--- config.mk ---
export PLATFORM = sky130hd
export DESIGN_NAME = bemf_zero_cross_detector
export DESIGN_NICKNAME = d
export VERILOG_FILES = /design/src/rtl/core/bzcd_pkg.sv /design/src/rtl/core/bemf_zero_cross_detector.sv
export SDC_FILE = /design/constraint.sdc
export NUM_CORES = 1
export LEC_CHECK = 0
export BUFFER_PORTS_ARGS = -buffer_cell sky130_fd_sc_hd__buf_2
export CAP_MARGIN = 20
export CORE_AREA = 2 2 225 183
export CTS_CLUSTER_SIZE = 8
export DETAILED_ROUTE_END_ITERATION = 8
export DIE_AREA = 0 0 227 185
export GPL_ROUTABILITY_DRIVEN = 0
export PLACE_DENSITY = 0.78
export SYNTH_ARGS = -nofsm -noshare
export SYNTH_HDL_FRONTEND = slang
export SYNTH_SLANG_ARGS = --single-unit
--- constraint.sdc ---
create_clock -name clk -period 5.2 [get_ports clk]
set_clock_uncertainty 0.1 [all_clocks]
set_input_delay 0.26 -clock clk [delete_from_list [all_inputs] [get_ports clk]]
set_output_delay 0.26 -clock clk [all_outputs]
set_load 0.02 [all_outputs]
--- src/rtl/core/bzcd_pkg.sv ---
// shared types and constants for the back-emf zero-cross detector
// no dependencies; imported by bemf_zero_cross_detector
`default_nettype none

package bzcd_pkg;

  localparam int TIME_BITS = 24;

  typedef logic [TIME_BITS-1:0] stamp_t;
  typedef logic [1:0]           func_t;
  typedef logic [2:0]           cfg_idx_t;

  // item kinds
  localparam func_t FUNC_TICK  = 2'd0;
  localparam func_t FUNC_PHASE = 2'd1;
  localparam func_t FUNC_EDGE  = 2'd2;

  // register indexes
  localparam cfg_idx_t REG_MIN_PHASE_GAP  = 3'd0;
  localparam cfg_idx_t REG_MAX_PHASE_GAP  = 3'd1;
  localparam cfg_idx_t REG_BLANKING_TICKS = 3'd2;
  localparam cfg_idx_t REG_FILTER_TICKS   = 3'd3;
  localparam cfg_idx_t REG_ADVANCE_DEBT   = 3'd4;
  localparam cfg_idx_t REG_FALLBACK_DELAY = 3'd5;

  // register reset values
  localparam stamp_t MIN_PHASE_GAP_RST  = 24'd0;
  localparam stamp_t MAX_PHASE_GAP_RST  = 24'hFFFFFF;
  localparam stamp_t BLANKING_TICKS_RST = 24'd100;
  localparam stamp_t FILTER_TICKS_RST   = 24'd20;
  localparam stamp_t ADVANCE_DEBT_RST   = 24'd0;
  localparam stamp_t FALLBACK_DELAY_RST = 24'd1;

  typedef struct packed {
    func_t func;
    logic  edge_match;
    logic  detecting;
    logic  locked;
  } item_t;

  typedef struct packed {
    logic   zero_cross_found;
    logic   commutation_set;
    stamp_t commutation_time;
    stamp_t period;
  } result_t;

endpackage

`default_nettype wire

--- src/rtl/core/bemf_zero_cross_detector.sv ---
// back-emf zero-cross qualifier: time base, blanking/filter sequencing, gap check,
// period averaging and commutation scheduling; depends on bzcd_pkg
// an accepted item passes the control, average, delay and result registers in turn;
// one item per cycle while result_stall is low; the four-register pipeline (control,
// average, delay, result) moves whenever the stage ahead is empty or moving
// reset: synchronous, clears all timing state and pipeline valids and loads the
// register defaults; no memory, so no clearing pass
`default_nettype none

module bemf_zero_cross_detector (
  input  wire                  clk,
  input  wire                  rst,
  input  wire                  item_valid,
  output logic                 item_stall,
  input  bzcd_pkg::item_t      item,
  output logic                 result_valid,
  input  wire                  result_stall,
  output bzcd_pkg::result_t    result,
  input  wire                  cfg_valid,
  output logic                 cfg_ready,
  input  bzcd_pkg::cfg_idx_t   cfg_index,
  input  bzcd_pkg::stamp_t     cfg_data
);
  import bzcd_pkg::*;

  typedef struct packed {
    logic   found;
    logic   sched;
    stamp_t gap;
    stamp_t now;
  } stg_a_t;

  typedef struct packed {
    logic   found;
    logic   sched;
    stamp_t now;
    stamp_t period;
  } stg_b_t;

  typedef struct packed {
    logic   found;
    logic   sched;
    stamp_t now;
    stamp_t period;
    stamp_t delay;
  } stg_c_t;

  // configuration
  stamp_t min_phase_gap, max_phase_gap, blanking_ticks;
  stamp_t filter_ticks, advance_debt, fallback_delay;

  // control state
  stamp_t time_count, time_inc, gap_count, gap_inc, deadline;
  logic   deadline_armed, filter_mode, comparator_enabled;
  stamp_t time_count_next, time_inc_next, gap_count_next, gap_inc_next, deadline_next;
  logic   deadline_armed_next, filter_mode_next, comparator_enabled_next;

  // scheduling state
  stamp_t avg_period, next_commutation;

  // pipeline
  stg_a_t stg_a, stg_a_next;
  stg_b_t stg_b, stg_b_next;
  stg_c_t stg_c, stg_c_next;
  result_t result_next;
  logic   a_valid, b_valid, c_valid;
  logic   rdy_out, rdy_c, rdy_b, rdy_a;
  logic   item_acc;

  logic               fire, gap_ok;
  logic [TIME_BITS:0] avg_sum;
  stamp_t             avg_new, half, nc_new;

  assign cfg_ready = 1'b1;

  assign rdy_out    = !result_valid || !result_stall;
  assign rdy_c      = !c_valid || rdy_out;
  assign rdy_b      = !b_valid || rdy_c;
  assign rdy_a      = !a_valid || rdy_b;
  assign item_stall = !rdy_a;
  assign item_acc   = item_valid && rdy_a;

  // control stage
  assign fire   = deadline_armed && (time_inc == deadline);
  assign gap_ok = (gap_inc > min_phase_gap) && (gap_inc < max_phase_gap);

  always_comb begin
    time_count_next         = time_count;
    time_inc_next           = time_inc;
    gap_count_next          = gap_count;
    gap_inc_next            = gap_inc;
    deadline_next           = deadline;
    deadline_armed_next     = deadline_armed;
    filter_mode_next        = filter_mode;
    comparator_enabled_next = comparator_enabled;
    stg_a_next.found        = 1'b0;
    stg_a_next.sched        = 1'b0;
    stg_a_next.gap          = gap_inc;
    stg_a_next.now          = time_inc;
    if (item_acc) begin
      case (item.func)
        FUNC_TICK: begin
          time_count_next = time_inc;
          time_inc_next   = time_inc + 1'b1;
          gap_count_next  = gap_inc;
          gap_inc_next    = gap_inc + 1'b1;
          if (fire) begin
            if (!filter_mode) begin
              deadline_armed_next     = 1'b0;
              filter_mode_next        = 1'b1;
              comparator_enabled_next = 1'b1;
            end else if (item.edge_match && gap_ok) begin
              stg_a_next.found        = 1'b1;
              stg_a_next.sched        = item.locked;
              comparator_enabled_next = 1'b0;
              deadline_armed_next     = 1'b0;
              gap_count_next          = '0;
              gap_inc_next            = stamp_t'(1);
            end
          end
        end
        FUNC_PHASE: begin
          if (item.detecting) begin
            deadline_next       = time_count + blanking_ticks;
            filter_mode_next    = 1'b0;
            deadline_armed_next = 1'b1;
          end
        end
        FUNC_EDGE: begin
          if (comparator_enabled && filter_mode) begin
            deadline_next       = time_count + filter_ticks;
            deadline_armed_next = 1'b1;
          end
        end
        default: begin
        end
      endcase
    end
  end

  // averaging stage
  assign avg_sum = {1'b0, stg_a.gap} + {1'b0, avg_period};
  assign avg_new = avg_sum[TIME_BITS:1];

  always_comb begin
    stg_b_next.found  = stg_a.found;
    stg_b_next.sched  = stg_a.sched;
    stg_b_next.now    = stg_a.now;
    stg_b_next.period = stg_a.sched ? avg_new : avg_period;
  end

  // delay stage
  assign half = stg_b.period >> 1;

  always_comb begin
    stg_c_next.found  = stg_b.found;
    stg_c_next.sched  = stg_b.sched;
    stg_c_next.now    = stg_b.now;
    stg_c_next.period = stg_b.period;
    stg_c_next.delay  = (half > advance_debt) ? (half - advance_debt) : fallback_delay;
  end

  // scheduling stage
  assign nc_new = stg_c.now + stg_c.delay;

  always_comb begin
    result_next.zero_cross_found = stg_c.found;
    result_next.commutation_set  = stg_c.sched;
    result_next.commutation_time = stg_c.sched ? nc_new : next_commutation;
    result_next.period           = stg_c.period;
  end

  always_ff @(posedge clk) begin
    if (rst) begin
      min_phase_gap      <= MIN_PHASE_GAP_RST;
      max_phase_gap      <= MAX_PHASE_GAP_RST;
      blanking_ticks     <= BLANKING_TICKS_RST;
      filter_ticks       <= FILTER_TICKS_RST;
      advance_debt       <= ADVANCE_DEBT_RST;
      fallback_delay     <= FALLBACK_DELAY_RST;
      time_count         <= '0;
      time_inc           <= stamp_t'(1);
      gap_count          <= '0;
      gap_inc            <= stamp_t'(1);
      deadline           <= '0;
      deadline_armed     <= 1'b0;
      filter_mode        <= 1'b0;
      comparator_enabled <= 1'b0;
      avg_period         <= '0;
      next_commutation   <= '0;
      a_valid            <= 1'b0;
      b_valid            <= 1'b0;
      c_valid            <= 1'b0;
      result_valid       <= 1'b0;
    end else begin
      if (cfg_valid && cfg_ready) begin
        case (cfg_index)
          REG_MIN_PHASE_GAP:  min_phase_gap  <= cfg_data;
          REG_MAX_PHASE_GAP:  max_phase_gap  <= cfg_data;
          REG_BLANKING_TICKS: blanking_ticks <= cfg_data;
          REG_FILTER_TICKS:   filter_ticks   <= cfg_data;
          REG_ADVANCE_DEBT:   advance_debt   <= cfg_data;
          REG_FALLBACK_DELAY: fallback_delay <= cfg_data;
          default: begin
          end
        endcase
      end
      time_count         <= time_count_next;
      time_inc           <= time_inc_next;
      gap_count          <= gap_count_next;
      gap_inc            <= gap_inc_next;
      deadline           <= deadline_next;
      deadline_armed     <= deadline_armed_next;
      filter_mode        <= filter_mode_next;
      comparator_enabled <= comparator_enabled_next;
      if (rdy_a) begin
        a_valid <= item_acc;
      end
      if (rdy_b) begin
        b_valid <= a_valid;
        if (a_valid && stg_a.sched) begin
          avg_period <= avg_new;
        end
      end
      if (rdy_c) begin
        c_valid <= b_valid;
      end
      if (rdy_out) begin
        result_valid <= c_valid;
        if (c_valid && stg_c.sched) begin
          next_commutation <= nc_new;
        end
      end
    end
  end

  always_ff @(posedge clk) begin
    if (rdy_a) begin
      stg_a <= stg_a_next;
    end
    if (rdy_b) begin
      stg_b <= stg_b_next;
    end
    if (rdy_c) begin
      stg_c <= stg_c_next;
    end
    if (rdy_out) begin
      result <= result_next;
    end
  end

  // gap_count mirrors time_count minus the last crossing; only its successor is compared
  a_time_inc: assert property (@(posedge clk) disable iff (rst)
    time_inc == time_count + 1'b1)
    else $error("time base successor out of step");

  a_gap_inc: assert property (@(posedge clk) disable iff (rst)
    gap_inc == gap_count + 1'b1)
    else $error("gap counter successor out of step");

  a_found_disarms: assert property (@(posedge clk) disable iff (rst)
    item_acc && stg_a_next.found |=> !deadline_armed && !comparator_enabled)
    else $error("accepted crossing left comparator or deadline active");

  a_stall_full: assert property (@(posedge clk) disable iff (rst)
    item_stall |-> a_valid && b_valid && c_valid && result_valid && result_stall)
    else $error("input stalled with room in the pipeline");

endmodule

`default_nettype wire

==> impl_metrics.env <==
export IMPL_slew_headroom_pct=22.5
export IMPL_grt_max_degree=204
export IMPL_core_um2=40000
export IMPL_start_util_pct=60.9
export IMPL_max_freq_mhz=256
export IMPL_yosys_warnings=0
export IMPL_place_ws_ps=878
export IMPL_vias=18900
export IMPL_clock_sinks=519
export IMPL_finalHoldViolations=0
export IMPL_start_kind="flip-flop"
export IMPL_worst_endpoint_required_ps=5530
export IMPL_drt_iter0_markers=1732
export IMPL_cts_setup_buffers=0
export IMPL_cts_tree="built"
export IMPL_crit_path_cell_trace="inv_1, ha_1, fa_1, nand2b_1, a21oi_1, a211oi_2, a221oi_1, o21a_1, o21a_1, or4_1, nand3_1, buf_4, o41ai_1"
export IMPL_rsz0062_at_grt="no"
export IMPL_crit_fanout=27
export IMPL_antenna_found_initial=3
export IMPL_clk_latency_ps=620
export IMPL_final_area_um2=27700
export IMPL_port_buffer_count=88
export IMPL_post_drt_wl_per_cell_um=19.3
export IMPL_fin_ws_ps=1290
export IMPL_detail_route_antenna_nets=0
export IMPL_dieWidth_um=227
export IMPL_cts_root_buf="clkbuf_16"
export IMPL_syn_area_um2=24400
export IMPL_cts_buffer_depth=3
export IMPL_synth_fp_nets=2677
export IMPL_wl_um=61500
export IMPL_met1Wirelength_um=25900
export IMPL_hpwlAfterDp_um=42100
export IMPL_arrival_ps=4240
export IMPL_hold_path_class="in -> reg"
export IMPL_ys_seq_area_share_pct=51.9
export IMPL_yosysUniqueCellTypes=76
export IMPL_ys_async_sr_fraction_pct=0
export IMPL_avgSynthCellArea_um2=9.78
export IMPL_total_leakage_power_uw=0.0117
export IMPL_htreeDepth=3
export IMPL_top_layer_used="met4"
export IMPL_die_area_um2=42000
export IMPL_ys_ff_latch=519
export IMPL_setup_viol=0
export IMPL_worst_path_most_repeated_cell="o21a_1"
export IMPL_n_fill_cell=2962
export IMPL_maxCapViolCount=0
export IMPL_ir_drop_mv=0.217
export IMPL_met2_length_um=27700
export IMPL_die_h_um=185
export IMPL_synth_ff_type="dfxtp_1"
export IMPL_nets=2784
export IMPL_cpMaxStageDelayCell="nand3_1"
export IMPL_grt_pass1_vias=18100
export IMPL_multiInputGateArea_um2=10900
export IMPL_met3_length_um=5790
export IMPL_fin_crit_ps=3910
export IMPL_drive_gt1_share_pct=10.6
export IMPL_synth_edf_count=224
export IMPL_gr_usage_all_layers_pct=29.8
export IMPL_dpl_cell_count=3037
export IMPL_worstSetupEndpointType="flip-flop"
export IMPL_grt_pass1_wl_um=96500
export IMPL_whs_ps=62.6
export IMPL_path_class="reg -> reg"
export IMPL_rows=66
export IMPL_slowest_delay_ps=580
export IMPL_drv_slew=0
export IMPL_regArea_um2=12600
export IMPL_cts_buffers=74
export IMPL_status="completed"
export IMPL_grt_overflow=0
export IMPL_syn_to_final_growth_pct=13.7
export IMPL_via_per_inst=5.91
export IMPL_p_per_area_nw_per_um2=338
export IMPL_placed_area_um2=25200
export IMPL_layout_common_cells="nand2_1 (520), dfxtp_1 (295), a21oi_1 (275), edfxtp_1 (224), ha_1 (145)"
export IMPL_drc_errors=0
export IMPL_instances_no_fill=3189
export IMPL_setup_tns_ps=0
export IMPL_io_pins=90
export IMPL_mostFrequentLayoutCell="nand2_1"
export IMPL_fin_crit_sh_pct=75.2
export IMPL_cts_reportedPaths_clkPinSlew_ps=50
export IMPL_synthesis_instances=2491
export IMPL_firstDrtPassIters=7
export IMPL_worst_pin_slew_ps=1160
[per-stage QoR]
stage	utilization [%]	power [µW]
floorplan	-	4770
global placement	63.1	4930
detailed placement	63.1	4940
CTS	69.2	9400
global route	69.3	9640
finish	69.3	9360
[synthesized netlist by cell type (all sizes together), types with 15 or more instances]
| cell type | number | area [µm²] |
|---|---|---|
| nand2 | 522 | 1960 |
| a21oi | 278 | 1400 |
| xor2 | 62 | 543 |
| clkbuf | 83 | 315 |
| nand3 | 55 | 280 |
| mux2 | 64 | 721 |
| buf | 21 | 120 |
| edfxtp | 224 | 6730 |
| ha | 145 | 1810 |
| nand4 | 31 | 194 |
| a211oi | 18 | 145 |
| a31oi | 15 | 100 |
| inv | 111 | 417 |
| nor2 | 119 | 447 |
| dfxtp | 295 | 5910 |
| a21o | 61 | 458 |
| o211ai | 33 | 248 |
| o21ai | 80 | 400 |
| and3 | 27 | 169 |
| o21a | 17 | 128 |
| xnor2 | 84 | 736 |
[layout make-up]
| class | instances | area share (%) |
|---|---|---|
| repair buffers | 135 | 3.21 |
| clock buffers | 115 | 7.24 |
| inverters | 111 | 1.50 |
| clock inverters | 7 | 0.601 |
| multi-input cells | 1757 | 39.3 |
| diodes | 1 | 0.00904 |
| well taps | 544 | 2.46 |
| flip-flops and latches | 519 | 45.6 |
[critical path, delay by kind of cell (launching register included)]
family	cells	cell delay (ps)
compound gates	6	1300
flops	1	340
buf+inv	2	520
fa+ha+maj	2	600
simple gates	3	870
[power by group]
part	internal, µW	switching, µW
Combinational	188	355
Clock	2670	1790
Sequential	4310	46.0
[layer usage]
layer | track usage (%) | up-vias
met2 | 46.8 | 804
li1 | - | 8920
met4 | 12.0 | 0
met1 | 40.5 | 8981
met5 | 0 | -
met3 | 6.28 | 148
[sequential cells by signal, summed over array words and instances, names as in the netlist, 23 cells and up]
signal            flops
result               50
stg_a                50
stg_c                48
stg_b                27
result_next          26
advance_debt         24
avg_period           24
blanking_ticks       24
deadline             24
fallback_delay       24
filter_ticks         24
gap_inc              24
max_phase_gap        24
min_phase_gap        24
next_commutation     24
time_count           24
time_inc             24
half                 23
[path summary, 6_finish.rpt]
check	startpoint	end	slack (ps)	cells after the start
max	half[0]$_DFFE_PP_	stg_c[23]$_DFFE_PP_	1290	13
min	item[3]	filter_mode$_SDFFE_PP0P_	60	3
max reg2reg	half[0]$_DFFE_PP_	stg_c[23]$_DFFE_PP_	1290	13
min reg2reg	stg_b[44]$_DFFE_PP_	stg_c[68]$_DFFE_PP_	310	0
[what timing repair did]
action                                 4_1_cts  5_1_grt
hold buffers                                28        0
endpoints found under the hold margin      166        0
gates resized for setup                      0        0
[logic make-up after synthesis]
family	synth area share, %
and+or+nand+nor	14.8
AOI/OAI and AO/OA	13.7
DFF	51.9
buffers and inverters	3.50
adders and majority gates	7.78
xor gates and xnor gates	5.25
muxes	3.12
other	0.0154
(Power assumes the default switching activity.)
